--- src/sv/kfa_pkg.sv ---
// ----------------------------------------------------------------------------
// kfa_pkg: shared types and constants
// Sizes, command and mode codes, and controller/datapath handshake structs.
// ----------------------------------------------------------------------------
package kfa_pkg;

    localparam int MAX_KEYS  = 16;
    localparam int TIME_BITS = 16;

    localparam int IW  = $clog2(MAX_KEYS);      // table index
    localparam int CW  = $clog2(MAX_KEYS + 1);  // key count
    localparam int EW  = TIME_BITS + IW;        // elapsed / total time
    localparam int XW  = EW + 1;                // time sums before wrap
    localparam int NW  = TIME_BITS + 8;         // blend numerator
    localparam int RW  = 32 + TIME_BITS;        // table entry: color, duration

    localparam logic [2:0] CMD_CLEAR  = 3'd0;
    localparam logic [2:0] CMD_APPEND = 3'd1;
    localparam logic [2:0] CMD_PLAY   = 3'd2;
    localparam logic [2:0] CMD_STOP   = 3'd3;
    localparam logic [2:0] CMD_REWIND = 3'd4;
    localparam logic [2:0] CMD_TICK   = 3'd5;

    localparam logic [1:0] MODE_ONCE   = 2'd1;
    localparam logic [1:0] MODE_BOUNCE = 2'd2;

    localparam logic [1:0] ST_OK   = 2'd0;
    localparam logic [1:0] ST_FULL = 2'd1;
    localparam logic [1:0] ST_ZERO = 2'd2;

    // table read address select
    localparam logic [1:0] RA_ZERO = 2'd0;
    localparam logic [1:0] RA_LAST = 2'd1;
    localparam logic [1:0] RA_IDX  = 2'd2;
    localparam logic [1:0] RA_NEXT = 2'd3;

    typedef struct packed {
        logic [2:0]  cmd;
        logic [7:0]  key_red;
        logic [7:0]  key_green;
        logic [7:0]  key_blue;
        logic [7:0]  key_alpha;
        logic [15:0] key_duration;
        logic [15:0] delta_time;
    } t_item;

    typedef struct packed {
        logic [7:0] out_red;
        logic [7:0] out_green;
        logic [7:0] out_blue;
        logic [7:0] out_alpha;
        logic       playing;
        logic [1:0] status;
    } t_result;

    typedef struct packed {
        logic       ld_in;
        logic       exec;
        logic       cap_c0;
        logic       cap_last;
        logic       tick_upd;
        logic       srch_chk;
        logic       blend_ld;
        logic       div_step;
        logic       div_done;
        logic       out_load;
        logic [1:0] rsel;
    } t_ctl;

    typedef struct packed {
        logic [2:0] cmd;
        logic       empty;
        logic       single;
        logic       active;
        logic       tick_end;
        logic       found;
        logic       div_last;
    } t_sts;

endpackage

--- src/sv/kfa_if.sv ---
// ----------------------------------------------------------------------------
// kfa_if: channel interfaces
// Request, response and configuration channels with valid/ready.
// ----------------------------------------------------------------------------
interface kfa_req_if;
    logic        valid;
    logic        ready;
    logic [2:0]  cmd;
    logic [7:0]  key_red;
    logic [7:0]  key_green;
    logic [7:0]  key_blue;
    logic [7:0]  key_alpha;
    logic [15:0] key_duration;
    logic [15:0] delta_time;
    modport source (output valid, cmd, key_red, key_green, key_blue, key_alpha,
                    key_duration, delta_time, input ready);
    modport sink (input valid, cmd, key_red, key_green, key_blue, key_alpha,
                  key_duration, delta_time, output ready);
endinterface

interface kfa_rsp_if;
    logic       valid;
    logic       ready;
    logic [7:0] out_red;
    logic [7:0] out_green;
    logic [7:0] out_blue;
    logic [7:0] out_alpha;
    logic       playing;
    logic [1:0] status;
    modport source (output valid, out_red, out_green, out_blue, out_alpha, playing,
                    status, input ready);
    modport sink (input valid, out_red, out_green, out_blue, out_alpha, playing,
                  status, output ready);
endinterface

interface kfa_cfg_if;
    logic       valid;
    logic       ready;
    logic [1:0] data;
    modport source (output valid, data, input ready);
    modport sink (input valid, data, output ready);
endinterface

--- src/sv/keyframe_color_animator.sv ---
// ----------------------------------------------------------------------------
// keyframe_color_animator: RGBA keyframe animation engine
// Keyframe table with loop, play-once and bounce playback and integer blend.
// ----------------------------------------------------------------------------
// Every request (clear, append, play, stop, rewind, tick) returns exactly one
// response with the current color, the playing flag and an append status.
// Requests are handled one at a time; the response sits in an output register
// so the next request is taken while it waits. A rewind or single-key tick
// adds one table read. A full tick reads the last key and updates the time;
// unless a play-once run ends there, the single-read-port keyframe RAM is then
// scanned one entry at a time, each read and then checked, until the segment
// that holds the elapsed time is found, then one more read, the blend
// multiplies and an 8-step restoring divide for all four channels at once.
// play_mode may be written only while idle.
module keyframe_color_animator import kfa_pkg::*; (
    input logic        i_clk,
    input logic        i_rst_n,
    kfa_req_if.sink    i_req,
    kfa_rsp_if.source  o_rsp,
    kfa_cfg_if.sink    i_cfg
);
    t_ctl    ctl;
    t_sts    sts;
    t_item   item;
    t_result res;

    // request payload packed for the datapath
    assign item = '{cmd: i_req.cmd, key_red: i_req.key_red, key_green: i_req.key_green,
                    key_blue: i_req.key_blue, key_alpha: i_req.key_alpha,
                    key_duration: i_req.key_duration, delta_time: i_req.delta_time};

    // mode register always accepts
    assign i_cfg.ready = 1'b1;

    kfa_ctrl u_ctrl (
        .i_clk       (i_clk),
        .i_rst_n     (i_rst_n),
        .i_in_valid  (i_req.valid),
        .o_in_ready  (i_req.ready),
        .o_out_valid (o_rsp.valid),
        .i_out_ready (o_rsp.ready),
        .i_sts       (sts),
        .o_ctl       (ctl)
    );

    kfa_dp u_dp (
        .i_clk      (i_clk),
        .i_rst_n    (i_rst_n),
        .i_item     (item),
        .i_cfg_we   (i_cfg.valid),
        .i_cfg_data (i_cfg.data),
        .i_ctl      (ctl),
        .o_sts      (sts),
        .o_res      (res)
    );

    // response fields
    assign o_rsp.out_red   = res.out_red;
    assign o_rsp.out_green = res.out_green;
    assign o_rsp.out_blue  = res.out_blue;
    assign o_rsp.out_alpha = res.out_alpha;
    assign o_rsp.playing   = res.playing;
    assign o_rsp.status    = res.status;
endmodule

--- src/sv/kfa_ram.sv ---
// ----------------------------------------------------------------------------
// kfa_ram: generic simple dual-port RAM
// One write port, one read port with registered read data.
// ----------------------------------------------------------------------------
module kfa_ram #(
    parameter int WIDTH = 8,
    parameter int DEPTH = 16
) (
    input  logic                     i_clk,
    input  logic                     i_we,
    input  logic [$clog2(DEPTH)-1:0] i_waddr,
    input  logic [WIDTH-1:0]         i_wdata,
    input  logic [$clog2(DEPTH)-1:0] i_raddr,
    output logic [WIDTH-1:0]         o_rdata
);
    logic [WIDTH-1:0] mem [DEPTH];

    always_ff @(posedge i_clk) begin
        if (i_we) begin
            mem[i_waddr] <= i_wdata;
        end
        o_rdata <= mem[i_raddr];
    end
endmodule

--- src/sv/kfa_dp.sv ---
// ----------------------------------------------------------------------------
// kfa_dp: animator datapath
// Keyframe table, time state, segment search, blend multiply and divider.
// ----------------------------------------------------------------------------
module kfa_dp import kfa_pkg::*; (
    input  logic    i_clk,
    input  logic    i_rst_n,
    input  t_item   i_item,
    input  logic    i_cfg_we,
    input  logic [1:0] i_cfg_data,
    input  t_ctl    i_ctl,
    output t_sts    o_sts,
    output t_result o_res
);
    logic [2:0]           r_cmd;
    logic [31:0]          r_col_in;
    logic [TIME_BITS-1:0] r_dur_in, r_dt;
    logic [1:0]           r_mode;
    logic [CW-1:0]        r_count;
    logic [EW-1:0]        r_elapsed, r_total;
    logic                 r_active, r_fwd, r_blend_fwd;
    logic [31:0]          r_color;
    logic [1:0]           r_status;
    logic [31:0]          r_last_col, r_prev_col, r_seg_col;
    logic [TIME_BITS-1:0] r_last_dur, r_seg_dur, r_div;
    logic [IW-1:0]        r_idx;
    logic [EW-1:0]        r_acc, r_end;
    logic [TIME_BITS-1:0] r_rem [4];
    logic [7:0]           r_nlo [4];
    logic [7:0]           r_q   [4];
    logic [2:0]           r_dcnt;
    t_result              r_res;

    logic                 we;
    logic [IW-1:0]        raddr;
    logic [RW-1:0]        rdata;
    logic [31:0]          rd_col;
    logic [TIME_BITS-1:0] rd_dur;
    logic [CW-1:0]        idx_p1, cnt_m1;
    logic [IW-1:0]        nidx;
    logic [1:0]           n_status;
    logic                 app_ok;

    assign rd_col = rdata[RW-1:TIME_BITS];
    assign rd_dur = rdata[TIME_BITS-1:0];
    assign idx_p1 = CW'(r_idx) + CW'(1);
    assign cnt_m1 = r_count - CW'(1);
    assign nidx   = (idx_p1 >= r_count) ? '0 : idx_p1[IW-1:0];

    always_comb begin
        app_ok   = 1'b0;
        n_status = ST_OK;
        if (r_cmd == CMD_APPEND) begin
            if (r_count >= CW'(MAX_KEYS)) begin
                n_status = ST_FULL;
            end else if (r_dur_in == '0) begin
                n_status = ST_ZERO;
            end else begin
                app_ok = 1'b1;
            end
        end
    end
    assign we = i_ctl.exec && app_ok;

    always_comb begin
        case (i_ctl.rsel)
            RA_ZERO: raddr = '0;
            RA_LAST: raddr = cnt_m1[IW-1:0];
            RA_IDX:  raddr = r_idx;
            RA_NEXT: raddr = r_blend_fwd ? nidx : r_idx;
            default: raddr = '0;
        endcase
    end

    kfa_ram #(.WIDTH(RW), .DEPTH(MAX_KEYS)) u_table (
        .i_clk   (i_clk),
        .i_we    (we),
        .i_waddr (r_count[IW-1:0]),
        .i_wdata ({r_col_in, r_dur_in}),
        .i_raddr (raddr),
        .o_rdata (rdata)
    );

    // tick time update; first duration comes straight off the table port
    logic [XW-1:0] te, tdt, ttot, tfirst, tedge, tsum, tover, tfsum, tunder, tw, n_e;
    logic          n_fwd, n_bfwd, once_end;

    always_comb begin
        te     = XW'(r_elapsed);
        tdt    = XW'(r_dt);
        ttot   = XW'(r_total);
        tfirst = XW'(rd_dur);
        tedge  = ttot - XW'(r_last_dur);
        tsum   = te + tdt;
        tover  = tsum - tedge;
        tfsum  = tfirst + tdt;
        tunder = tfsum - te;
        tw     = tsum - ttot;
        n_e    = tsum;
        n_fwd  = r_fwd;
        n_bfwd = 1'b1;
        once_end = 1'b0;
        case (r_mode)
            MODE_ONCE: begin
                if (tsum > tedge) begin
                    once_end = 1'b1;
                    n_e = (tsum > ttot) ? ttot : tsum;
                end
            end
            MODE_BOUNCE: begin
                if (r_fwd) begin
                    if (tsum > tedge) begin
                        n_fwd = 1'b0;
                        n_e = (tover > ttot - tfirst) ? tfirst : ttot - tover;
                    end
                end else if (te < tfsum) begin
                    n_fwd = 1'b1;
                    n_e = (tunder > tedge) ? tedge : tunder;
                end else begin
                    n_e = te - tdt;
                end
                n_bfwd = n_fwd;
            end
            default: begin
                if (tsum > ttot) begin
                    n_e = (tw > ttot) ? ttot : tw;
                end
            end
        endcase
    end

    // segment search step
    logic [EW-1:0] acc_n;
    logic          found;
    assign acc_n = r_acc + EW'(rd_dur);
    assign found = (acc_n >= r_elapsed) || (idx_p1 == r_count);

    // blend numerators: next*(d-r) + cur*r
    logic [31:0]          ca;
    logic [EW-1:0]        rr;
    logic [TIME_BITS-1:0] rsel, dmr;
    logic [NW-1:0]        num [4];
    always_comb begin
        ca   = r_blend_fwd ? r_seg_col : r_prev_col;
        rr   = (r_end >= r_elapsed) ? r_end - r_elapsed : '0;
        rsel = (rr > EW'(r_seg_dur)) ? r_seg_dur : rr[TIME_BITS-1:0];
        dmr  = r_seg_dur - rsel;
        for (int k = 0; k < 4; k++) begin
            num[k] = NW'(rd_col[8*k +: 8]) * NW'(dmr) + NW'(ca[8*k +: 8]) * NW'(rsel);
        end
    end

    // one restoring divide step per channel
    logic [TIME_BITS:0]   dtry [4];
    logic [TIME_BITS-1:0] n_rem [4];
    logic                 qbit [4];
    always_comb begin
        for (int k = 0; k < 4; k++) begin
            dtry[k] = {r_rem[k], r_nlo[k][7]};
            qbit[k] = dtry[k] >= {1'b0, r_div};
            n_rem[k] = qbit[k] ? TIME_BITS'(dtry[k] - {1'b0, r_div})
                               : dtry[k][TIME_BITS-1:0];
        end
    end

    always_ff @(posedge i_clk) begin
        if (i_ctl.ld_in) begin
            r_cmd    <= i_item.cmd;
            r_col_in <= {i_item.key_red, i_item.key_green, i_item.key_blue,
                         i_item.key_alpha};
            r_dur_in <= i_item.key_duration[TIME_BITS-1:0];
            r_dt     <= i_item.delta_time[TIME_BITS-1:0];
        end
        if (i_ctl.cap_last) begin
            r_last_col <= rd_col;
            r_last_dur <= rd_dur;
        end
        if (i_ctl.tick_upd) begin
            r_idx <= '0;
            r_acc <= '0;
        end
        if (i_ctl.srch_chk) begin
            r_acc <= acc_n;
            if (!found || r_idx == '0) begin
                r_prev_col <= rd_col;
            end
            if (found) begin
                r_seg_col <= rd_col;
                r_seg_dur <= rd_dur;
                r_end     <= acc_n;
            end else begin
                r_idx <= idx_p1[IW-1:0];
            end
        end
        if (i_ctl.blend_ld) begin
            r_div  <= r_seg_dur;
            r_dcnt <= '0;
            for (int k = 0; k < 4; k++) begin
                r_rem[k] <= num[k][NW-1:8];
                r_nlo[k] <= num[k][7:0];
                r_q[k]   <= '0;
            end
        end
        if (i_ctl.div_step) begin
            r_dcnt <= r_dcnt + 3'd1;
            for (int k = 0; k < 4; k++) begin
                r_rem[k] <= n_rem[k];
                r_nlo[k] <= {r_nlo[k][6:0], 1'b0};
                r_q[k]   <= {r_q[k][6:0], qbit[k]};
            end
        end
        if (i_ctl.out_load) begin
            r_res <= '{out_red: r_color[31:24], out_green: r_color[23:16],
                       out_blue: r_color[15:8], out_alpha: r_color[7:0],
                       playing: r_active, status: r_status};
        end
    end

    always_ff @(posedge i_clk) begin
        if (!i_rst_n) begin
            r_mode      <= '0;
            r_count     <= '0;
            r_elapsed   <= '0;
            r_total     <= '0;
            r_active    <= 1'b0;
            r_fwd       <= 1'b1;
            r_blend_fwd <= 1'b1;
            r_color     <= '1;
            r_status    <= ST_OK;
        end else begin
            if (i_cfg_we) begin
                r_mode <= i_cfg_data;
            end
            if (i_ctl.exec) begin
                r_status <= n_status;
                case (r_cmd)
                    CMD_CLEAR: begin
                        r_count   <= '0;
                        r_elapsed <= '0;
                        r_total   <= '0;
                        r_active  <= 1'b0;
                        r_fwd     <= 1'b1;
                    end
                    CMD_APPEND: begin
                        if (app_ok) begin
                            if (r_count == '0) begin
                                r_color <= r_col_in;
                            end
                            r_count <= r_count + CW'(1);
                            r_total <= r_total + EW'(r_dur_in);
                        end
                    end
                    CMD_PLAY:   r_active <= 1'b1;
                    CMD_STOP:   r_active <= 1'b0;
                    CMD_REWIND: begin
                        r_elapsed <= '0;
                        r_fwd     <= 1'b1;
                    end
                    default: ;
                endcase
            end
            if (i_ctl.cap_c0) begin
                r_color <= rd_col;
            end
            if (i_ctl.tick_upd) begin
                r_elapsed   <= n_e[EW-1:0];
                r_fwd       <= n_fwd;
                r_blend_fwd <= n_bfwd;
                if (once_end) begin
                    r_color  <= r_last_col;
                    r_active <= 1'b0;
                end
            end
            if (i_ctl.div_done) begin
                r_color <= {r_q[3], r_q[2], r_q[1], r_q[0]};
            end
        end
    end

    assign o_sts = '{cmd: r_cmd, empty: (r_count == '0), single: (r_count == CW'(1)),
                     active: r_active, tick_end: once_end, found: found,
                     div_last: (r_dcnt == 3'd7)};
    assign o_res = r_res;
endmodule

--- src/sv/kfa_ctrl.sv ---
// ----------------------------------------------------------------------------
// kfa_ctrl: animator sequencer
// Walks each request through decode, table reads, search, blend and divide.
// ----------------------------------------------------------------------------
module kfa_ctrl import kfa_pkg::*; (
    input  logic i_clk,
    input  logic i_rst_n,
    input  logic i_in_valid,
    output logic o_in_ready,
    output logic o_out_valid,
    input  logic i_out_ready,
    input  t_sts i_sts,
    output t_ctl o_ctl
);
    localparam logic [3:0] S_IDLE = 4'd0;
    localparam logic [3:0] S_EXEC = 4'd1;
    localparam logic [3:0] S_RD0  = 4'd2;
    localparam logic [3:0] S_CAP0 = 4'd3;
    localparam logic [3:0] S_TRL  = 4'd4;
    localparam logic [3:0] S_TRF  = 4'd5;
    localparam logic [3:0] S_TUPD = 4'd6;
    localparam logic [3:0] S_SRD  = 4'd7;
    localparam logic [3:0] S_SCHK = 4'd8;
    localparam logic [3:0] S_NRD  = 4'd9;
    localparam logic [3:0] S_NCAP = 4'd10;
    localparam logic [3:0] S_DIV  = 4'd11;
    localparam logic [3:0] S_WR   = 4'd12;
    localparam logic [3:0] S_FIN  = 4'd13;

    logic [3:0] r_state, n_state;
    logic       r_out_valid;

    always_comb begin
        n_state = r_state;
        o_ctl = '0;
        o_ctl.rsel = RA_ZERO;
        case (r_state)
            S_IDLE: begin
                if (i_in_valid) begin
                    o_ctl.ld_in = 1'b1;
                    n_state = S_EXEC;
                end
            end
            S_EXEC: begin
                o_ctl.exec = 1'b1;
                case (i_sts.cmd)
                    CMD_REWIND: n_state = i_sts.empty ? S_FIN : S_RD0;
                    CMD_TICK: begin
                        if (!i_sts.active || i_sts.empty) begin
                            n_state = S_FIN;
                        end else if (i_sts.single) begin
                            n_state = S_RD0;
                        end else begin
                            n_state = S_TRL;
                        end
                    end
                    default: n_state = S_FIN;
                endcase
            end
            S_RD0:  n_state = S_CAP0;
            S_CAP0: begin
                o_ctl.cap_c0 = 1'b1;
                n_state = S_FIN;
            end
            S_TRL: begin
                o_ctl.rsel = RA_LAST;
                n_state = S_TRF;
            end
            S_TRF: begin
                o_ctl.cap_last = 1'b1;
                n_state = S_TUPD;
            end
            S_TUPD: begin
                o_ctl.tick_upd = 1'b1;
                n_state = i_sts.tick_end ? S_FIN : S_SRD;
            end
            S_SRD: begin
                o_ctl.rsel = RA_IDX;
                n_state = S_SCHK;
            end
            S_SCHK: begin
                o_ctl.srch_chk = 1'b1;
                n_state = i_sts.found ? S_NRD : S_SRD;
            end
            S_NRD: begin
                o_ctl.rsel = RA_NEXT;
                n_state = S_NCAP;
            end
            S_NCAP: begin
                o_ctl.blend_ld = 1'b1;
                n_state = S_DIV;
            end
            S_DIV: begin
                o_ctl.div_step = 1'b1;
                if (i_sts.div_last) begin
                    n_state = S_WR;
                end
            end
            S_WR: begin
                o_ctl.div_done = 1'b1;
                n_state = S_FIN;
            end
            S_FIN: begin
                if (!r_out_valid || i_out_ready) begin
                    o_ctl.out_load = 1'b1;
                    n_state = S_IDLE;
                end
            end
            default: n_state = S_IDLE;
        endcase
    end

    always_ff @(posedge i_clk) begin
        if (!i_rst_n) begin
            r_state     <= S_IDLE;
            r_out_valid <= 1'b0;
        end else begin
            r_state <= n_state;
            if (o_ctl.out_load) begin
                r_out_valid <= 1'b1;
            end else if (i_out_ready) begin
                r_out_valid <= 1'b0;
            end
        end
    end

    assign o_in_ready  = (r_state == S_IDLE);
    assign o_out_valid = r_out_valid;
endmodule
--- src/flat_wrapper.sv ---
// flat-port wrapper written by rule: the top's interface ports become plain ports
module keyframe_color_animator_flat import kfa_pkg::*;
  (i_clk, i_rst_n, i_req_valid, i_req_cmd, i_req_key_red, i_req_key_green, i_req_key_blue, i_req_key_alpha, i_req_key_duration, i_req_delta_time, i_req_ready, o_rsp_valid, o_rsp_out_red, o_rsp_out_green, o_rsp_out_blue, o_rsp_out_alpha, o_rsp_playing, o_rsp_status, o_rsp_ready, i_cfg_valid, i_cfg_data, i_cfg_ready);
  kfa_req_if i_req_i ();
  kfa_rsp_if o_rsp_i ();
  kfa_cfg_if i_cfg_i ();
  input logic i_clk;
  input logic i_rst_n;
  input wire logic [$bits(i_req_i.valid)-1:0] i_req_valid;
  input wire logic [$bits(i_req_i.cmd)-1:0] i_req_cmd;
  input wire logic [$bits(i_req_i.key_red)-1:0] i_req_key_red;
  input wire logic [$bits(i_req_i.key_green)-1:0] i_req_key_green;
  input wire logic [$bits(i_req_i.key_blue)-1:0] i_req_key_blue;
  input wire logic [$bits(i_req_i.key_alpha)-1:0] i_req_key_alpha;
  input wire logic [$bits(i_req_i.key_duration)-1:0] i_req_key_duration;
  input wire logic [$bits(i_req_i.delta_time)-1:0] i_req_delta_time;
  output wire logic [$bits(i_req_i.ready)-1:0] i_req_ready;
  output wire logic [$bits(o_rsp_i.valid)-1:0] o_rsp_valid;
  output wire logic [$bits(o_rsp_i.out_red)-1:0] o_rsp_out_red;
  output wire logic [$bits(o_rsp_i.out_green)-1:0] o_rsp_out_green;
  output wire logic [$bits(o_rsp_i.out_blue)-1:0] o_rsp_out_blue;
  output wire logic [$bits(o_rsp_i.out_alpha)-1:0] o_rsp_out_alpha;
  output wire logic [$bits(o_rsp_i.playing)-1:0] o_rsp_playing;
  output wire logic [$bits(o_rsp_i.status)-1:0] o_rsp_status;
  input wire logic [$bits(o_rsp_i.ready)-1:0] o_rsp_ready;
  input wire logic [$bits(i_cfg_i.valid)-1:0] i_cfg_valid;
  input wire logic [$bits(i_cfg_i.data)-1:0] i_cfg_data;
  output wire logic [$bits(i_cfg_i.ready)-1:0] i_cfg_ready;
  assign i_req_i.valid = i_req_valid;
  assign i_req_i.cmd = i_req_cmd;
  assign i_req_i.key_red = i_req_key_red;
  assign i_req_i.key_green = i_req_key_green;
  assign i_req_i.key_blue = i_req_key_blue;
  assign i_req_i.key_alpha = i_req_key_alpha;
  assign i_req_i.key_duration = i_req_key_duration;
  assign i_req_i.delta_time = i_req_delta_time;
  assign i_req_ready = i_req_i.ready;
  assign o_rsp_valid = o_rsp_i.valid;
  assign o_rsp_out_red = o_rsp_i.out_red;
  assign o_rsp_out_green = o_rsp_i.out_green;
  assign o_rsp_out_blue = o_rsp_i.out_blue;
  assign o_rsp_out_alpha = o_rsp_i.out_alpha;
  assign o_rsp_playing = o_rsp_i.playing;
  assign o_rsp_status = o_rsp_i.status;
  assign o_rsp_i.ready = o_rsp_ready;
  assign i_cfg_i.valid = i_cfg_valid;
  assign i_cfg_i.data = i_cfg_data;
  assign i_cfg_ready = i_cfg_i.ready;
  keyframe_color_animator u_core (.i_clk(i_clk), .i_rst_n(i_rst_n), .i_req(i_req_i), .o_rsp(o_rsp_i), .i_cfg(i_cfg_i));
endmodule
--- config.mk ---
export PLATFORM = sky130hd
export DESIGN_NAME = keyframe_color_animator_flat
export DESIGN_NICKNAME = d
export VERILOG_FILES = /design/src/sv/kfa_pkg.sv /design/src/sv/kfa_if.sv /design/src/sv/keyframe_color_animator.sv /design/src/sv/kfa_ram.sv /design/src/sv/kfa_dp.sv /design/src/sv/kfa_ctrl.sv /design/src/flat_wrapper.sv
export SDC_FILE = /design/constraint.sdc
export NUM_CORES = 2
export LEC_CHECK = 0
export BUFFER_PORTS_ARGS = -buffer_cell sky130_fd_sc_hd__clkbuf_2
export CORE_ASPECT_RATIO = 1.75
export CORE_MARGIN = 4
export CORE_UTILIZATION = 45
export CTS_CLUSTER_SIZE = 10
export DETAILED_ROUTE_END_ITERATION = 6
export GPL_ROUTABILITY_DRIVEN = 1
export GPL_TIMING_DRIVEN = 0
export PLACE_DENSITY_LB_ADDON = 0.3
export SETUP_SLACK_MARGIN = 0.05
export SLEW_MARGIN = 30
export SYNTH_ARGS = -nofsm -noshare
export SYNTH_HDL_FRONTEND = slang
export SYNTH_SLANG_ARGS = --single-unit
--- constraint.sdc ---
create_clock -name i_clk -period 33.9 [get_ports i_clk]
set_clock_uncertainty 0.1 [all_clocks]
set_input_delay 1.695 -clock i_clk [delete_from_list [all_inputs] [get_ports i_clk]]
set_output_delay 1.695 -clock i_clk [all_outputs]
set_load 0.005 [all_outputs]
* After elaboration in Yosys (flattened, before gate mapping)
Memories as Yosys holds them, arrays and structs flattened. A register that Yosys moved wholly into a read port is not among the register bits. Index checks and enable logic that the tools add are counted.
Operators by class: add/sub/neg operators 25, order comparisons 15, equal/unequal tests 31, bitwise gates (word level) 12, reduce and logical (&&, ||, !) cells 29, multiplexer cells 105, multipliers 8
Operators with widths (number):
- 20-bit two-way mux | 16
- 32-bit two-way mux | 9
- 8-bit by 16-bit multiplier with 24-bit output | 8
- 16-bit two-way mux | 9
- 24-bit adder | 4
- 20-bit one-hot mux with 2 select lines | 2
- 16-bit subtractor | 5
- 17-bit by 16-bit >= comparator with 1-bit output | 4
- 8-bit two-way mux | 8
- 21-bit > comparator | 3
- 4-bit one-hot mux with 13 select lines | 1
- 4-bit two-way mux | 12
- 21-bit by 20-bit > comparator with 1-bit output | 2
- 20-bit by 16-bit subtractor with 21-bit output | 2
- 20-bit by 16-bit adder with 20-bit output | 2
- 20-bit >= comparator | 2
- 20-bit subtractor | 2
- 1-bit two-way mux | 36
- 4-bit == test, second input constant | 6
- 20-bit by 16-bit adder with 21-bit output | 1
- 17-bit by 20-bit subtractor with 21-bit output | 1
- 21-bit by 20-bit subtractor with 21-bit output | 1
- 21-bit subtractor | 1
- 20-bit by 16-bit > comparator with 1-bit output | 1
- 42 further kinds | 87
Word-level totals: bits in registers 382, logic and storage cells 260, RAM bits 896, input bits 74, output and inout bits 38, memories kept 4
Memory list:
- u_core.u_dp.u_table.mem | words 16, width 48, rd ports 1, clocked after memory_dff 1, write ports 1, RTL line kfa_ram.sv:16 | logic [WIDTH-1:0] mem [DEPTH];
- u_core.u_dp.r_rem | words 4, width 16, rd ports 4, clocked after memory_dff 0, write ports 4, RTL line kfa_dp.sv:28 | logic [TIME_BITS-1:0] r_rem [4];
- u_core.u_dp.r_nlo | words 4, width 8, rd ports 4, clocked after memory_dff 0, write ports 4, RTL line kfa_dp.sv:29 | logic [7:0] r_nlo [4];
- u_core.u_dp.r_q | words 4, width 8, rd ports 4, clocked after memory_dff 0, write ports 4, RTL line kfa_dp.sv:30 | logic [7:0] r_q [4];

* Logic depth before layout (Yosys ltp)
depth in word-level cells 11, depth in mapped cells 58, depth with buffers taken out 56

* Hierarchy
A second synthesis with hierarchy kept.
Second synthesis, totals: cell total of the unflattened synthesis 8978, area total of the unflattened synthesis 99904.6 um^2
Modules (own cells, without submodules):
- kfa_dp | cells an instance 7653, area each 69685.6 um^2, seq. area each 14253.7 um^2, instances 1
- kfa_ram | cells an instance 1242, area each 29691.0 um^2, seq. area each 24023.0 um^2, instances 1
- kfa_ctrl | cells an instance 81, area each 516.7 um^2, seq. area each 100.1 um^2, instances 1
- keyframe_color_animator | cells an instance 2, area each 11.3 um^2, seq. area each 0.0 um^2, instances 1

* Worst setup path before layout
Ideal clock, no wire load.
path type register to register, from register u_core.u_dp.r_elapsed[1], to memory u_core.u_dp.r_rem[1][15] (data pin), arrival time 12286 ps, data required time 33529 ps, setup slack 21242 ps, clock period less this slack 12658 ps, stages on the path, launching flop included 55, library setup time 271 ps, path buffers 3, cell sequence dfxtp_1 > inv_1 > fa_1 > a21o_1 > a21oi_1 > o21a_1 > nor3_1 > o2111ai_1 > a31oi_1 > clkbuf_1 > nand2_1 > clkbuf_1 > inv_1 > ha_1 > a21o_1 > a21oi_1 > o221ai_1 > a221o_1 > (+19 left out) > fa_1 > inv_1 > fa_1 > fa_1 > fa_1 > inv_1 > fa_1 > inv_1 > ha_1 > a21o_1 > a21o_1 > o21a_1 > a31oi_1 > a21oi_1 > or4_1 > a31oi_1 > xnor2_1 > o22ai_1
RTL lines:
- start, declared | RTL line kfa_dp.sv:20 | logic [EW-1:0] r_elapsed, r_total;
- start signal, assigned | RTL line kfa_dp.sv:266 | r_elapsed <= n_e[EW-1:0];
- end, declared | RTL line kfa_dp.sv:28

==> reports/metrics.yaml <==
hold_viol_final: 0
firstDrtPassIters: 6
layout-drive-gt1-share_pct: 7.47
yosys.area.top_type: "edfxtp_1"
status: "finished clean"
syn_area_um2: 105000
finalCritPeriodShare_pct: 53.8
row_count: 233
start_kind: "flop"
postCtsHoldBufs: 0
nets: 12300
cts_tree: "built"
wl_per_cell_um: 32.2
grt_overflow_total: 0
grt_pass1_wl_um: 624000
synthMuxAreaShare_pct: 1.62
synth_top_area_share_pct: 34.0
synth_edf_count: 1182
dr.first_iter.drc_count: 7278
finalSetupViolCount: 0
clock_latency_ns: 0.86
core_area_um2: 231000
cts_max_path_buffers: 4
grt_usage_pct: 36.7
synth_fa_ha_area_share_pct: 24.5
worst_path_largest_cell_delay_ns: 0.89
design_area_um2: 116000
pin_count: 112
ant_nets: 0
cts_resized: 0
wl_um: 446000
synthSimpleGateAreaFrac_pct: 12.3
synth-compound-area-share_pct: 15.5
ys_seq_elements: 1326
r2r_slack_ns: 15.68
rsz0062_at_grt: "false"
synthArstFlopShare_pct: 0
yosysMostFrequentCell: "inv_1"
path_class: "flop to flop"
synth_area_leaders: "edfxtp_1 (34%), fa_1 (16%), ha_1 (8.2%)"
period_needed_ns: 18.22
holdWs_ns: 0.332
timing.fmax_mhz: 54.9
worst_path_most_repeated_cell: "fa_1"
dpl_cell_area_um2: 111000
hold_class: "flop to flop"
ys.flop_type: "edfxtp_1"
post-dp-hpwl_um: 363000
tightest_slew_ns: 1.13
slew_violations: 0
h-tree-depth: 4
slew-limit-headroom_pct: 24.9
cts.sinks: 1326
yosysSeqAreaShare_pct: 36.7
via_per_inst: 6.06
path_clk_slew_ns: 0.06
crit_arrival_ns: 18.66
cp.required_ns: 34.34
die-area_um2: 240000
syn_inst: 10300
portBuffers: 110
syn_nets: 11900
start_util_pct: 45.3
synth_warnings: 0
cts_buffers: 161
syn_area_per_cell_um2: 10.2
path_max_fanout: 10
synth-xor-area-share_pct: 2.67
critPathCaptureType: "flop"
max_cap_viol_count: 0
drc: 0
cts-root-buf: "clkbuf_16"
synth_cell_types: 89
via_count: 83800
synth_common_cells: "inv_1 (1,264), edfxtp_1 (1,182), nand2_1 (935), fa_1 (849), ha_1 (686)"
gp_congestion: 1.07
slowest_stage: "clkbuf_1"
grt_max_degree: 40
antenna_found_initial: 32
grt_pass1_vias: 86700
fp.dieW_um: 372
synth_top_family_by_area: "adder cells"
post_cts_buffers: 0
area_growth_pct: 10.7
die_y_um: 646
tns_ns: 0
[worst paths after layout]
path	cells after the start	end	start
setup reg to reg	52	u_core.u_dp.r_rem[1][15]	u_core.u_dp.r_elapsed[1]
hold reg to reg	0	u_core.u_dp.o_res[11]	u_core.u_dp.r_color[8]
setup / recovery	52	u_core.u_dp.r_rem[1][15]	u_core.u_dp.r_elapsed[1]
hold / removal	0	u_core.u_dp.o_res[11]	u_core.u_dp.r_color[8]
[logic make-up after synthesis]
kind of cell | Yosys count
simple gates | 2670
mux | 163
other cells | 1
xor+xnor | 317
fa+ha+maj | 1535
compound gates | 2419
flops | 1326
buf+inv | 1851
[cell usage in the layout (no fill, tap or decap), types with 116 or more instances in the layout]
| master | count |
|---|---|
| a21o_1 | 245 |
| clkbuf_1 | 479 |
| clkbuf_16 | 162 |
| dfxtp_1 | 127 |
| nand2_1 | 934 |
| inv_1 | 1263 |
| xnor2_1 | 198 |
| clkbuf_2 | 201 |
| and2_1 | 467 |
| a31oi_1 | 252 |
| ha_1 | 686 |
| fa_1 | 849 |
| nor2b_1 | 116 |
| a211oi_1 | 325 |
| edfxtp_1 | 1182 |
| o21ai_0 | 294 |
| a21oi_1 | 580 |
| nor2_1 | 403 |
| nor3_1 | 327 |
[registers in the layout, summed over array words and instances, names as in the netlist, 20 cells and up]
register and cells:
u_core.u_dp.r_last_col 32, u_core.u_dp.r_elapsed 20, u_core.u_dp.r_nlo 32, u_core.u_dp.r_col_in 32
u_core.u_dp.r_acc 20, u_core.u_dp.u_table.mem 768, u_core.u_dp.r_end 20, u_core.u_dp.r_total 20
u_core.u_dp.r_q 32, u_core.u_dp.r_prev_col 32, u_core.u_dp.o_res 35, u_core.u_dp.r_color 32
u_core.u_dp.r_seg_col 32, u_core.u_dp.u_table.o_rdata 48, u_core.u_dp.r_rem 64
[metrics by stage]
stage	std cells	worst slack, ns	utilization [%]
global placement	13400	15.34	47.2
CTS	13800	15.80	50.1
detailed placement	13500	15.79	48.2
floorplan	10300	21.24	-
global route	13800	15.46	50.2
finish	13800	15.68	50.2
[final cells by class]
type	count	area, um2
fill	21100	115000
multi-input combinational	7105	59500
sequential	1326	38400
inverter	1265	4750
clock buffer	245	4380
tap	3055	3820
buffer	586	2410
timing repair buffer	204	2290
clock inverter	11	181
antenna	19	47.5
[critical path, delay by kind of cell, from the launching register on]
family | cells | cell delay, ns
xor gates and xnor gates | 1 | 0.26
and+or+nand+nor | 6 | 1.54
adders and majority gates | 10 | 4.50
AOI/OAI and AO/OA | 25 | 7.54
DFF | 1 | 0.52
buffers and inverters | 10 | 3.51
[layer usage]
layer	vias to the layer above	wire length, um	global-route usage, %	share of wire, %
met3	1594	26300	6.28	5.9
met4	10	56200	36.4	13
met1	41700	143000	36.1	32
met2	3858	220000	63.8	49
li1	36600	-	-	-
met5	-	58	0	0.013
Power is left out: the tool's default activity adds up to more than one toggle a clock period on the data nets, which glitch-free logic cannot reach.
